[src/rrts_pkg.sv]
// Shared types and codes for the round-robin task scheduler.
package rrts_pkg;

  localparam int MAX_TASKS_DEF = 16;
  localparam int ID_W = 4;

  typedef enum logic [3:0] {
    OP_CREATE   = 4'd0,
    OP_SCHEDULE = 4'd1,
    OP_AWAKE    = 4'd2,
    OP_SUSPEND  = 4'd3,
    OP_DESTROY  = 4'd4,
    OP_STEAL    = 4'd5,
    OP_WAITER   = 4'd6,
    OP_RETRY    = 4'd7,
    OP_QUERY    = 4'd8
  } op_t;

  typedef enum logic [2:0] {
    ST_IDLE,
    ST_WALK,
    ST_SCHED,
    ST_FINISH,
    ST_DONE
  } state_t;

  typedef struct packed {
    logic [3:0]      op;
    logic [ID_W-1:0] task_id;
    logic            start_running;
    logic            keep_waiter_asleep;
  } in_word_t;

  typedef struct packed {
    logic            ok;
    logic [ID_W-1:0] chosen_id;
    logic            task_running;
    logic            task_known;
    logic            release_waiter;
    logic            wakes_pending;
    logic            all_idle;
  } out_word_t;

  typedef struct packed {
    logic shift;
    logic write;
  } q_cmd_t;

  typedef struct packed {
    logic shift;
    logic load;
  } cell_ctrl_t;

endpackage

[src/rrts_cell.sv]
// One ready-queue slot: loads a pushed id or takes its neighbor's id on a shift.
module rrts_cell (
  input  logic                    clk,
  input  rrts_pkg::cell_ctrl_t    ctrl,
  input  logic [rrts_pkg::ID_W-1:0] next_data,
  input  logic [rrts_pkg::ID_W-1:0] load_data,
  output logic [rrts_pkg::ID_W-1:0] data
);

  always_ff @(posedge clk) begin
    if (ctrl.load) begin
      data <= load_data;
    end else if (ctrl.shift) begin
      data <= next_data;
    end
  end

endmodule

[src/rrts_queue.sv]
// Ready queue as a chain of cells shifting toward the head.
module rrts_queue #(
  parameter int DEPTH = rrts_pkg::MAX_TASKS_DEF,
  localparam int PW = $clog2(DEPTH)
) (
  input  logic                      clk,
  input  rrts_pkg::q_cmd_t          cmd,
  input  logic [PW-1:0]             wr_pos,
  input  logic [rrts_pkg::ID_W-1:0] wr_data,
  output logic [rrts_pkg::ID_W-1:0] head
);

  logic [rrts_pkg::ID_W-1:0] data [DEPTH];

  for (genvar i = 0; i < DEPTH; i++) begin : g_cell
    rrts_pkg::cell_ctrl_t      ctrl;
    logic [rrts_pkg::ID_W-1:0] nxt;

    assign ctrl.shift = cmd.shift;
    assign ctrl.load  = cmd.write && (wr_pos == PW'(i));
    if (i == DEPTH - 1) begin : g_last
      assign nxt = '0;
    end else begin : g_mid
      assign nxt = data[i+1];
    end

    rrts_cell u_cell (
      .clk       (clk),
      .ctrl      (ctrl),
      .next_data (nxt),
      .load_data (wr_data),
      .data      (data[i])
    );
  end

  assign head = data[0];

endmodule

[src/round_robin_task_scheduler_unit.sv]
// Round-robin ready-queue task scheduler: control, task flags and queue chain.
// Simple ops go IDLE, FINISH, DONE; schedule pops entries in SCHED until a runnable head is
// found or the queue is empty. Suspend, destroy and create of a stolen id set up a walk in
// FINISH, move each queued entry past the head in WALK one slot a cycle, then FINISH again.
// One op at a time; busy is high until the result cycle ends, next word in the cycle after.
// Receiver cannot stall. Reset (rst, synchronous) empties the queue and clears all task flags.
module round_robin_task_scheduler_unit #(
  parameter int MAX_TASKS = rrts_pkg::MAX_TASKS_DEF
) (
  input  logic                clk,
  input  logic                rst,
  input  logic                start,
  input  rrts_pkg::in_word_t  cmd,
  output logic                busy,
  output logic                done,
  output rrts_pkg::out_word_t result
);

  localparam int NF   = (MAX_TASKS < 16) ? MAX_TASKS : 16;
  localparam int FIW  = $clog2(NF);
  localparam int PW   = $clog2(MAX_TASKS);
  localparam int CNTW = $clog2(MAX_TASKS + 1);

  rrts_pkg::state_t state, state_next;

  logic [CNTW-1:0] count, count_next;
  logic [CNTW-1:0] walk_left, walk_left_next;
  logic            found, found_next;
  logic            drop_all, drop_all_next;
  logic [NF-1:0]   known, known_next;
  logic [NF-1:0]   susp, susp_next;
  logic [NF-1:0]   running, running_next;
  logic [NF-1:0]   early, early_next;
  logic [NF-1:0]   stolen, stolen_next;
  logic [NF-1:0]   waiter, waiter_next;

  rrts_pkg::in_word_t      cmd_r;
  logic                    r_ok, r_ok_next;
  logic [rrts_pkg::ID_W-1:0] r_chosen, r_chosen_next;
  logic                    r_trun, r_trun_next;
  logic                    r_tknown, r_tknown_next;
  logic                    r_rel, r_rel_next;

  rrts_pkg::q_cmd_t          q_cmd;
  logic [PW-1:0]             q_pos;
  logic [rrts_pkg::ID_W-1:0] q_wdata;
  logic [rrts_pkg::ID_W-1:0] q_head;

  logic            accept;
  logic            id_valid;
  logic [FIW-1:0]  idx;
  logic [FIW-1:0]  hidx;
  logic            full;
  logic [CNTW-1:0] cnt_m1;
  logic            head_match;
  logic            drop;
  logic            runnable;
  logic [NF-1:0]   cand;
  logic            cand_any;
  logic [FIW-1:0]  cand_idx;
  logic            need_walk;
  logic            walk_setup;

  rrts_queue #(.DEPTH(MAX_TASKS)) u_queue (
    .clk     (clk),
    .cmd     (q_cmd),
    .wr_pos  (q_pos),
    .wr_data (q_wdata),
    .head    (q_head)
  );

  assign accept     = start && !busy;
  assign id_valid   = 32'(cmd_r.task_id) < 32'(MAX_TASKS);
  assign idx        = cmd_r.task_id[FIW-1:0];
  assign hidx       = q_head[FIW-1:0];
  assign full       = count == CNTW'(MAX_TASKS);
  assign cnt_m1     = count - CNTW'(1);
  assign head_match = q_head == cmd_r.task_id;
  assign drop       = head_match && (drop_all || !found);
  assign runnable   = !stolen[hidx] && running[hidx];
  assign cand       = early & susp;
  assign cand_any   = |cand;

  always_comb begin
    cand_idx = '0;
    for (int i = NF - 1; i >= 0; i--) begin
      if (cand[i]) begin
        cand_idx = FIW'(i);
      end
    end
  end

  // walk needed for purge of a stolen id or removal of the first match
  always_comb begin
    need_walk = 1'b0;
    if (id_valid) begin
      case (cmd_r.op)
        rrts_pkg::OP_CREATE:  need_walk = !known[idx] && stolen[idx];
        rrts_pkg::OP_SUSPEND: need_walk = !early[idx] && known[idx];
        rrts_pkg::OP_DESTROY: need_walk = known[idx];
        default:              need_walk = 1'b0;
      endcase
    end
  end

  always_comb begin
    state_next = state;
    case (state)
      rrts_pkg::ST_IDLE: begin
        if (accept) begin
          if (cmd.op == rrts_pkg::OP_SCHEDULE) begin
            state_next = rrts_pkg::ST_SCHED;
          end else begin
            state_next = rrts_pkg::ST_FINISH;
          end
        end
      end
      rrts_pkg::ST_WALK: begin
        if (walk_left == '0) begin
          state_next = rrts_pkg::ST_FINISH;
        end
      end
      rrts_pkg::ST_SCHED: begin
        if (count == '0 || runnable) begin
          state_next = rrts_pkg::ST_DONE;
        end
      end
      rrts_pkg::ST_FINISH: begin
        if (need_walk && walk_left == '0 && !found && !drop_all) begin
          state_next = rrts_pkg::ST_WALK;
        end else begin
          state_next = rrts_pkg::ST_DONE;
        end
      end
      rrts_pkg::ST_DONE: state_next = rrts_pkg::ST_IDLE;
      default:           state_next = rrts_pkg::ST_IDLE;
    endcase
  end

  // FINISH is entered twice when a walk is needed: first to set it up,
  // then after it with drop_all or found marking the walk as done.
  assign walk_setup = (state == rrts_pkg::ST_FINISH) && need_walk &&
                      walk_left == '0 && !found && !drop_all;

  always_comb begin
    count_next     = count;
    walk_left_next = walk_left;
    found_next     = found;
    drop_all_next  = drop_all;
    known_next     = known;
    susp_next      = susp;
    running_next   = running;
    early_next     = early;
    stolen_next    = stolen;
    waiter_next    = waiter;
    r_ok_next      = r_ok;
    r_chosen_next  = r_chosen;
    r_trun_next    = r_trun;
    r_tknown_next  = r_tknown;
    r_rel_next     = r_rel;
    q_cmd          = '0;
    q_pos          = cnt_m1[PW-1:0];
    q_wdata        = q_head;
    case (state)
      rrts_pkg::ST_IDLE: begin
        if (accept) begin
          walk_left_next = '0;
          found_next     = 1'b0;
          drop_all_next  = 1'b0;
          r_ok_next      = 1'b0;
          r_chosen_next  = '0;
          r_trun_next    = 1'b0;
          r_tknown_next  = 1'b0;
          r_rel_next     = 1'b0;
        end
      end
      rrts_pkg::ST_WALK: begin
        if (walk_left != '0) begin
          walk_left_next = walk_left - CNTW'(1);
          q_cmd.shift    = 1'b1;
          q_cmd.write    = !drop;
          if (drop) begin
            count_next = cnt_m1;
            found_next = 1'b1;
          end
        end else if (cmd_r.op == rrts_pkg::OP_CREATE) begin
          found_next = 1'b1;
        end else begin
          drop_all_next = 1'b1;
        end
      end
      rrts_pkg::ST_SCHED: begin
        if (count != '0) begin
          q_cmd.shift = 1'b1;
          q_cmd.write = runnable;
          if (runnable) begin
            r_ok_next     = 1'b1;
            r_chosen_next = q_head;
          end else begin
            count_next = cnt_m1;
            if (stolen[hidx]) begin
              stolen_next[hidx] = 1'b0;
            end else begin
              susp_next[hidx] = 1'b1;
            end
          end
        end
      end
      rrts_pkg::ST_FINISH: begin
        if (walk_setup) begin
          walk_left_next = count;
          drop_all_next  = cmd_r.op == rrts_pkg::OP_CREATE;
        end else if (cmd_r.op == rrts_pkg::OP_RETRY) begin
          if (cand_any && !full) begin
            q_cmd.write             = 1'b1;
            q_pos                   = count[PW-1:0];
            q_wdata                 = rrts_pkg::ID_W'(cand_idx);
            count_next              = count + CNTW'(1);
            running_next[cand_idx]  = 1'b1;
            susp_next[cand_idx]     = 1'b0;
            early_next[cand_idx]    = 1'b0;
            r_ok_next               = 1'b1;
            r_chosen_next           = rrts_pkg::ID_W'(cand_idx);
          end
        end else if (id_valid) begin
          case (cmd_r.op)
            rrts_pkg::OP_CREATE: begin
              if (!known[idx]) begin
                stolen_next[idx] = 1'b0;
                if (cmd_r.start_running) begin
                  if (!full) begin
                    q_cmd.write       = 1'b1;
                    q_pos             = count[PW-1:0];
                    q_wdata           = cmd_r.task_id;
                    count_next        = count + CNTW'(1);
                    known_next[idx]   = 1'b1;
                    running_next[idx] = 1'b1;
                    r_ok_next         = 1'b1;
                  end
                end else begin
                  susp_next[idx]    = 1'b1;
                  known_next[idx]   = 1'b1;
                  running_next[idx] = 1'b0;
                  r_ok_next         = 1'b1;
                end
              end
            end
            rrts_pkg::OP_AWAKE: begin
              if (susp[idx]) begin
                if (!full) begin
                  q_cmd.write       = 1'b1;
                  q_pos             = count[PW-1:0];
                  q_wdata           = cmd_r.task_id;
                  count_next        = count + CNTW'(1);
                  running_next[idx] = 1'b1;
                  susp_next[idx]    = 1'b0;
                  r_ok_next         = 1'b1;
                end
              end else begin
                early_next[idx] = 1'b1;
              end
            end
            rrts_pkg::OP_SUSPEND: begin
              if (early[idx]) begin
                early_next[idx] = 1'b0;
                r_ok_next       = 1'b1;
              end else if (known[idx] && found) begin
                running_next[idx] = 1'b0;
                susp_next[idx]    = 1'b1;
                r_ok_next         = 1'b1;
              end
            end
            rrts_pkg::OP_DESTROY: begin
              r_rel_next       = waiter[idx] && !cmd_r.keep_waiter_asleep;
              waiter_next[idx] = 1'b0;
              if (known[idx]) begin
                susp_next[idx]    = 1'b0;
                known_next[idx]   = 1'b0;
                running_next[idx] = 1'b0;
                r_ok_next         = 1'b1;
              end
            end
            rrts_pkg::OP_STEAL: begin
              if (known[idx]) begin
                known_next[idx]   = 1'b0;
                r_rel_next        = waiter[idx];
                waiter_next[idx]  = 1'b0;
                running_next[idx] = 1'b0;
                if (susp[idx]) begin
                  susp_next[idx] = 1'b0;
                end else begin
                  stolen_next[idx] = 1'b1;
                end
                r_ok_next = 1'b1;
              end
            end
            rrts_pkg::OP_WAITER: begin
              if (!waiter[idx]) begin
                waiter_next[idx] = 1'b1;
                r_ok_next        = 1'b1;
              end
            end
            rrts_pkg::OP_QUERY: begin
              r_tknown_next = known[idx];
              r_trun_next   = known[idx] && running[idx];
              r_ok_next     = known[idx];
            end
            default: ;
          endcase
        end
      end
      default: ;
    endcase
  end

  always_ff @(posedge clk) begin
    if (rst) begin
      state     <= rrts_pkg::ST_IDLE;
      count     <= '0;
      walk_left <= '0;
      found     <= 1'b0;
      drop_all  <= 1'b0;
      known     <= '0;
      susp      <= '0;
      running   <= '0;
      early     <= '0;
      stolen    <= '0;
      waiter    <= '0;
    end else begin
      state     <= state_next;
      count     <= count_next;
      walk_left <= walk_left_next;
      found     <= found_next;
      drop_all  <= drop_all_next;
      known     <= known_next;
      susp      <= susp_next;
      running   <= running_next;
      early     <= early_next;
      stolen    <= stolen_next;
      waiter    <= waiter_next;
    end
  end

  always_ff @(posedge clk) begin
    if (accept) begin
      cmd_r <= cmd;
    end
    r_ok     <= r_ok_next;
    r_chosen <= r_chosen_next;
    r_trun   <= r_trun_next;
    r_tknown <= r_tknown_next;
    r_rel    <= r_rel_next;
  end

  assign busy = state != rrts_pkg::ST_IDLE;
  assign done = state == rrts_pkg::ST_DONE;

  always_comb begin
    result.ok             = r_ok;
    result.chosen_id      = r_chosen;
    result.task_running   = r_trun;
    result.task_known     = r_tknown;
    result.release_waiter = r_rel;
    result.wakes_pending  = |early;
    result.all_idle       = (count == '0) && !(|susp);
  end

endmodule

[config.mk]
export PLATFORM = sky130hd
export DESIGN_NAME = round_robin_task_scheduler_unit
export DESIGN_NICKNAME = d
export VERILOG_FILES = /design/src/rrts_pkg.sv /design/src/rrts_cell.sv /design/src/rrts_queue.sv /design/src/round_robin_task_scheduler_unit.sv
export SDC_FILE = /design/constraint.sdc
export NUM_CORES = 1
export LEC_CHECK = 0
export BUFFER_PORTS_ARGS = -buffer_cell sky130_fd_sc_hd__buf_2
export CORE_MARGIN = 2
export CORE_UTILIZATION = 50
export DETAILED_ROUTE_END_ITERATION = 7
export PLACE_DENSITY_LB_ADDON = 0.2
export SETUP_SLACK_MARGIN = 0.2
export SYNTH_ARGS = -nofsm -noshare
export SYNTH_HDL_FRONTEND = slang
export SYNTH_SLANG_ARGS = --single-unit
[constraint.sdc]
create_clock -name clk -period 3.25 [get_ports clk]
set_input_delay 0.8125 -clock clk [delete_from_list [all_inputs] [get_ports clk]]
set_output_delay 0.8125 -clock clk [all_outputs]
set_load 0.005 [all_outputs]
==> results.txt, run 1 <==
The run finished, with violations left. The checks that failed: setup timing. The detailed-route wire length per cell is 23.9 um. The arrival time of data at the critical path endpoint is 3.93 ns.

The clock skew after layout is 0.0201 ns. The worst setup path is launched from a flip-flop. After layout, the worst setup slack is -0.339 ns. The maximum vdd drop is about 0.53 mV. The number of enable-type register cells in the synthesized netlist is 82.

The final weighted congestion in routability-driven placement is 0.988. The maximum buffer depth of the clock tree came out at 2. The CTS root buffer is sky130_fd_sc_hd__clkbuf_16.

The count of hold buffers inserted by post-cts repair is 0. The first global-routing pass estimated approximately 65 mm of wire. Setup repair after global routing could not meet its margin everywhere. The power density normalized to cell area came out at 853 mW/mm^2. The total clock buffers created by CTS is 17. The leftover overflow at the end of global routing is 0. The total of endpoints with negative setup slack in the final report is 236. The y dimension of the die is around 160 um.

The most numerous cell type found on the critical path is sky130_fd_sc_hd__buf_6. STA puts the critical path data required time at 3.59 ns. The highest attainable clock frequency is 279 MHz. The number of DRC markers after the initial detailed-route iteration is 1527. The number of unique standard cell types used by synthesis came out at 84. The die outline width is 159 um. The number of antenna violations at the first check in global routing came to 0. The pre-CTS setup slack is -0.342 ns. The number of optimization iterations in the first detailed-route pass is 8. The worst setup path is captured at a flip-flop. Leaving out fill and tap cells, the most frequent cells in the layout are 155 x sky130_fd_sc_hd__buf_4, 118 x sky130_fd_sc_hd__nor2_1, 116 x sky130_fd_sc_hd__nand2_1, 111 x sky130_fd_sc_hd__dfxtp_1, 82 x sky130_fd_sc_hd__edfxtp_1. The die outline area came out at between 0.02 and 0.03 mm^2. Among all flip-flop cells after synthesis, the most frequent one is sky130_fd_sc_hd__dfxtp_1. At the end of the flow the core is filled with cells to 68.9%. The average instance in the mapped netlist occupies roughly 9.1 um^2. The classification of the worst-slack hold path is reg2reg. The count of nets left with antenna violations after detail routing is 0. The register-to-register setup slack is -0.34 ns. The gate count of the mapped netlist came out at 1317. The fraction of post-synthesis cell area in the top cell type by area is 20.4%. The library cell contributing the largest single delay on the critical path is sky130_fd_sc_hd__mux4_2. The static power due to leakage is 5.82 nW. On the worst path, the slowest cell contributes a delay of 0.51 ns.

The growth of design area from synthesis to finish came out at 34.7%. The hold violation count in the final report is 0. Of all cell types, the one taking the most synthesized area is sky130_fd_sc_hd__edfxtp_1. The max-capacitance violation count is 0.

The total negative setup slack came out at -39.11 ns. Using the TritonRoute via totals, the vias-per-cell ratio works out to 6.59. Counting flops with an async set or reset pin after synthesis yields a share of 0%. By area, the combinational part of the netlist is dominated by compound AO/OA/AOI/OAI gates. The clock input transition at the sequential cells of the worst setup and hold paths is approximately 0.090 ns. For this design the top-level I/O count stands at 25.

Entering global routing, the biggest net connects 52 pins. The H-tree was split into 4 levels. The initial core utilization is 51.2%. The share of cell area taken by muxes after synthesis is 15.2%. Sequential elements use just under 40% of the synthesized area. The number of nets in the final layout came out at 1485. The final cycle utilization of the critical path came out at 110%. The synthesized net count is 1333. The DRC violation count after routing is 0. Traced cell by cell, the critical path runs through buf_6, mux4_2, mux4_2, nand3b_1, a221oi_4, buf_4, buf_6, o21ai_4, buf_6, o2111ai_4, clkbuf_16, nor2_4, mux2i_1, nor2_1. The overall track demand over capacity in global routing is 32.6%. The critical path is of the reg2reg type. The total wire length after detailed routing came out at 43.0 mm. The count of buffers from port buffering is 24. The repair_antennas step left the layout with diodes totalling 0. The final critical path time including I/O delays and setup is 3.59 ns. The fraction of final layout cells sized beyond drive strength 1 is 39.3%. The area of the mapped netlist came out at 0.0120 mm^2. Clock tree synthesis found a total of 193 sinks. After Yosys synthesis, and, or, nand and nor cells account for 18.1% of the synthesized area. The number of rows in the core area came out at 56. The total power came out at 13.8 mW. The placed wire-length estimate after detailed placement came out at 28.9 mm. The later pin in the worst-skew pair is clocked with a latency of 0.47 ns.

The library cell used most frequently in the layout, excluding fill and tap cells, is sky130_fd_sc_hd__buf_4. The xor and xnor area share after synthesis is 0.727%. By area the synthesized netlist is led by sky130_fd_sc_hd__edfxtp_1 20%, sky130_fd_sc_hd__dfxtp_1 18%, sky130_fd_sc_hd__mux2_2 5.8%. The post-synthesis share of cell area spent on full adders, half adders and majority gates came out at 0.312%.

Along the worst path, the maximum fanout reaches 5. TritonCTS built the clock tree. The vias after detailed routing is 11900. The number of pins with negative max-slew slack in the final report is 0. The core footprint is 0.0235 mm^2. The transition time at the pin with the least slew margin came out at 0.895 ns. The worst pin sits at a relative slew slack of 40.2%.

After synthesis the netlist holds a flip-flop and latch count of 193. Summing the areas of all compound-gate instances in the mapped netlist gives 21.7% of the synthesized area. The warning count from the yosys run came out at 0. The number of global-route vias before repair is 11200. The number of filler instances in the final layout is 1761.
==> cell families after synthesis <==
family                   after synthesis
adder cells (fa/ha/maj)                3
flip-flops                           193
XOR/XNOR                              10
AND/OR/NAND/NOR                      448
buffers and inverters                139
multiplexers                         139
AO/OA/AOI/OAI                        385
==> worst max-delay path, delay by kind of cell (launching register included) <==
family,cells,cell delay [ns]
AO/OA/AOI/OAI,3,0.65
buffers and inverters,5,0.81
flip-flops,1,0.35
multiplexers,3,1.25
AND/OR/NAND/NOR,3,0.41
==> repair_timing <==
item,4_1_cts,5_1_grt
gates cloned,6,3
resized for setup,160,155
endpoints found under the setup margin,242,245
pin swaps,26,58
buffers inserted,27,7
==> power breakdown <==
part	internal [mW]	switching [mW]	total [mW]
sequential	3.43	0.426	3.85
combinational	3.35	4.26	7.62
clock	1.11	1.25	2.36
==> cell usage after synthesis (20+ instances only) <==
cell type and count:
sky130_fd_sc_hd__inv_1 26, sky130_fd_sc_hd__nor2b_1 21, sky130_fd_sc_hd__mux2i_1 47, sky130_fd_sc_hd__nand2_1 125, sky130_fd_sc_hd__a211oi_1 41, sky130_fd_sc_hd__nand3_1 21, sky130_fd_sc_hd__clkbuf_1 88, sky130_fd_sc_hd__a21oi_1 112
sky130_fd_sc_hd__nor2_1 153, sky130_fd_sc_hd__nor3_1 20, sky130_fd_sc_hd__o22ai_1 35, sky130_fd_sc_hd__o21ai_0 45, sky130_fd_sc_hd__mux2_2 62, sky130_fd_sc_hd__mux4_2 29, sky130_fd_sc_hd__dfxtp_1 111, sky130_fd_sc_hd__edfxtp_1 82
==> path summary, 6_finish.rpt <==
path | startpoint | endpoint | cells past startpoint
hold reg to reg | flip-flop | flip-flop | 2
hold / removal | flip-flop | flip-flop | 2
setup reg to reg | idx[0]$_DFFE_PP_ | flip-flop | 14
setup / recovery | idx[0]$_DFFE_PP_ | flip-flop | 14
==> per-layer routing <==
metal	wire (um)	GRT usage, %	part of all wire (%)
met2	19300	50.3	45
met5	0	0	0
met1	17300	44.7	40
met4	1810	13.6	4.2
met3	4600	6.98	11
==> layout make-up <==
type                            instances  area, um^2  share of cell area, %
Clock buffer                           17         425                   2.62
Multi-Input combinational cell        985        8030                   49.5
Sequential cell                       193        4680                   28.9
Clock inverter                         15         231                   1.43
Tap cell                              319         399                   2.46
Inverter                               27         101                  0.625
Timing Repair Buffer                  245        2340                   14.4
==> through the flow <==
step	instances	instance area (um^2)	hold slack [ns]
3_5_place_dp	1726	13800	0.469
6_report	1801	16200	0.482
2_1_floorplan	1317	12200	0.450
4_1_cts	1791	15500	0.482
5_1_grt	1801	16200	0.518
3_3_place_gp	1726	13800	0.461
No activity file was read; power rests on OpenSTA's default activity.
==> inputs of run 2 (changes only) <==
--- a/config.mk
+++ b/config.mk
@@ -10,7 +10,7 @@
 export CORE_UTILIZATION = 50
 export DETAILED_ROUTE_END_ITERATION = 7
 export PLACE_DENSITY_LB_ADDON = 0.2
-export SETUP_SLACK_MARGIN = 0.2
+export SETUP_SLACK_MARGIN = 0.02
 export SYNTH_ARGS = -nofsm -noshare
 export SYNTH_HDL_FRONTEND = slang
 export SYNTH_SLANG_ARGS = --single-unit
==> constraint.sdc (replaced) <==
create_clock -name clk -period 3.7 [get_ports clk]
set_input_delay 0.925 -clock clk [delete_from_list [all_inputs] [get_ports clk]]
set_output_delay 0.925 -clock clk [all_outputs]
set_load 0.005 [all_outputs]
==> results.txt, run 2 (synthesis results as in run 1) <==
The number of DRC markers after the initial detailed-route iteration came to 1663 (was 1527). The highest fanout seen on the critical path is 7 (was 5). RSZ-0062 raised after global routing: yes (unchanged). The maximum buffer depth of the clock tree came out at 2 (unchanged).

The count of nets left with antenna violations after detail routing is 0 (unchanged). The growth of design area from synthesis to finish is 16.8% (was 34.7%). The number of rows in the core area came out at 56 (unchanged).

The final cycle utilization of the critical path is 99.7% (was 110%). The vias after detailed routing is 11300 (was 11900). The die outline width came to 159 um (unchanged). The clock latency at the later pin of the worst-skew pair came to 0.46 ns (was 0.47 ns). The overall track demand over capacity in global routing came out at 30.5% (was 32.6%). The maximum vdd drop came out at 0.466 mV (was 0.533 mV).

The power density normalized to cell area is 744 mW/mm^2 (was 853 mW/mm^2). The ratio of routed vias to standard cells was 6.62 (was 6.59). The classification of the worst-slack hold path is reg2reg (unchanged). The fraction of final layout cells sized beyond drive strength 1 came to 23.8% (was 39.3%). The startpoint-to-endpoint class of the critical path is reg2reg (unchanged).

The clock skew after layout came out at 0.0183 ns (was 0.0201 ns). The number of clock sinks seen by CTS is 193 (unchanged). The number of pins with negative max-slew slack in the final report came out at 0 (unchanged). The finished layout cell area was 0.0141 mm^2 (was 0.0162 mm^2). The total clock buffers created by CTS came out at 17 (unchanged). The static power due to leakage is 5.00 nW (was 5.82 nW). The die outline area is 0.0253 mm^2 (unchanged). The number of global-route vias before repair is 10500 (was 11200). The first-pass GRT wire length is 60.6 mm (was 64.6 mm). The hold violation count in the final report is 0 (unchanged). The placed wire-length estimate after detailed placement is 27.3 mm (was 28.9 mm). The DRC violation count after routing was 0 (unchanged). The number of nets in the final layout came to 1387 (was 1485). The leftover overflow at the end of global routing came out at 0 (unchanged).

Run status: finished clean (was finished, violations left). The worst-case headroom to the max-slew limit was 34.1% (was 40.2%). The detailed-route wire length per cell is 23.3 um (was 23.9 um).

The final critical path time including I/O delays and setup is 3.69 ns (was 3.59 ns). The clock tree from TritonCTS is yes (unchanged). The total of endpoints with negative setup slack in the final report came out at 0 (was 236). The final weighted congestion in routability-driven placement is 0.990 (was 0.988).

The count of buffers from port buffering came out at 24 (unchanged). The number of antenna violations at the first check in global routing came to 0 (unchanged). The worst path required time is 3.91 ns (was 3.59 ns). The total wire length after detailed routing is 39.7 mm (was 43.0 mm). The cell area after placement is 0.0130 mm^2 (was 0.0138 mm^2). The highest attainable clock frequency came out at 271 MHz (was 279 MHz). The transition time at the pin with the least slew margin came out at 0.986 ns (was 0.895 ns). The total inserted antenna cells is 0 (unchanged). The top-level I/O count is 25 (unchanged).

The arrival time of data at the critical path endpoint is 3.90 ns (was 3.93 ns). The type of element capturing the critical path was a flip-flop (unchanged). The initial core utilization came to 51.2% (unchanged). Commonest cells after routing, fill and taps aside: 150 x sky130_fd_sc_hd__nor2_1, 124 x sky130_fd_sc_hd__nand2_1, 111 x sky130_fd_sc_hd__dfxtp_1, 110 x sky130_fd_sc_hd__a21oi_1, 106 x sky130_fd_sc_hd__buf_4 (was 155 x sky130_fd_sc_hd__buf_4, 118 x sky130_fd_sc_hd__nor2_1, 116 x sky130_fd_sc_hd__nand2_1, 111 x sky130_fd_sc_hd__dfxtp_1, 82 x sky130_fd_sc_hd__edfxtp_1). The number of optimization iterations in the first detailed-route pass came out at 6 (was 8). The CTS H-tree depth came out at 4 (unchanged). The count of hold buffers inserted by post-cts repair came out at 0 (unchanged).

The total negative setup slack is 0 ns (was -39.11 ns). The number of filler instances in the final layout came out at 2042 (was 1761). The CTS root buffer is sky130_fd_sc_hd__clkbuf_16 (unchanged). The leading cell type in the layout, fill and taps excluded is sky130_fd_sc_hd__nor2_1 (was sky130_fd_sc_hd__buf_4).

The max-capacitance violation count is 0 (unchanged). The clock input transition at the sequential cells of the worst setup and hold paths is 0.08 ns (was 0.09 ns). The core footprint is 0.0235 mm^2 (unchanged). The critical path startpoint category is a flip-flop (unchanged).

The maximum number of pins on one net before global-route repair is 69 (was 52). The y dimension of the die is 159 um (unchanged).
==> run 2: cell types whose count changed in the layout (fill, tap and decap cells not counted), moves of 17 or more <==
cell	previous run	this run
sky130_fd_sc_hd__nor2_4	25	2
sky130_fd_sc_hd__nor2_1	118	150
sky130_fd_sc_hd__buf_6	35	6
sky130_fd_sc_hd__a211oi_2	28	6
sky130_fd_sc_hd__a21oi_2	31	1
sky130_fd_sc_hd__a211oi_1	18	40
sky130_fd_sc_hd__mux2_4	21	4
sky130_fd_sc_hd__buf_4	155	106
sky130_fd_sc_hd__a21oi_1	71	110
==> run 2: worst paths after layout <==
kind | start | end | slack (ns) | cells past startpoint
max | idx[0]$_DFFE_PP_ | u_queue.g_cell[13].u_cell.data[2]$_DFFE_PP_ | 0.01 | 10
min | flip-flop | flip-flop | 0.48 | 2
max reg2reg | idx[0]$_DFFE_PP_ | u_queue.g_cell[13].u_cell.data[2]$_DFFE_PP_ | 0.01 | 10
min reg2reg | flip-flop | flip-flop | 0.48 | 2
==> run 2: timing repair <==
| action | 4_1_cts | 5_1_grt |
|---|---|---|
| resized for setup | 3 | 56 |
| endpoints found under the setup margin | 96 | 166 |
| pin swaps | 0 | 9 |
| gates cloned | 0 | 3 |
| setup buffers | 1 | 14 |
==> run 2: through the flow <==
stage	total power, mW	std cells	utilization, %	setup WS (ns)	hold WS, ns
after floorplan	6.36	1317	-	0.402	0.450
after detailed placement	7.81	1653	55.1	-0.127	0.465
after CTS	9.86	1686	58.0	-0.0252	0.477
final	10.5	1703	59.8	0.0122	0.477
after global placement	7.72	1653	55.1	-0.0416	0.460
after global routing	11.0	1703	59.8	-0.0763	0.489
==> run 2: report_power, final <==
part	total (mW)	internal [mW]	switching (mW)
combinational	5.03	1.98	3.05
clock	2.03	0.961	1.07
sequential	3.41	3.01	0.399
total	10.5	5.95	4.51
==> run 2: layout make-up <==
type,count,area (um^2),share of cell area (%)
multi-input cells,986,7040,50.0
flip-flops and latches,193,4680,33.3
repair buffers,146,1200,8.52
clock buffers,17,425,3.02
well taps,319,399,2.84
clock inverters,15,224,1.59
inverters,27,101,0.720
==> run 2: layer usage <==
metal | track usage (%) | vias to the layer above | part of all wire [%]
met4 | 12.5 | 0 | 3.8
met2 | 45.4 | 676 | 43
met1 | 43.1 | 5423 | 42
met3 | 6.75 | 112 | 10
li1 | - | 5056 | -
met5 | 0 | - | 0
==> run 2: critical path, cell delays in order (launching register included) <==
cell                       delay (ns)
sky130_fd_sc_hd__edfxtp_1        0.38
sky130_fd_sc_hd__buf_12          0.14
sky130_fd_sc_hd__mux4_2          0.51
sky130_fd_sc_hd__mux4_2          0.51
sky130_fd_sc_hd__nand3b_1        0.35
sky130_fd_sc_hd__a221o_1         0.50
sky130_fd_sc_hd__nand3_4         0.14
sky130_fd_sc_hd__and3_4          0.22
sky130_fd_sc_hd__a31oi_4         0.07
sky130_fd_sc_hd__nor2_2          0.25
sky130_fd_sc_hd__mux2_2          0.37
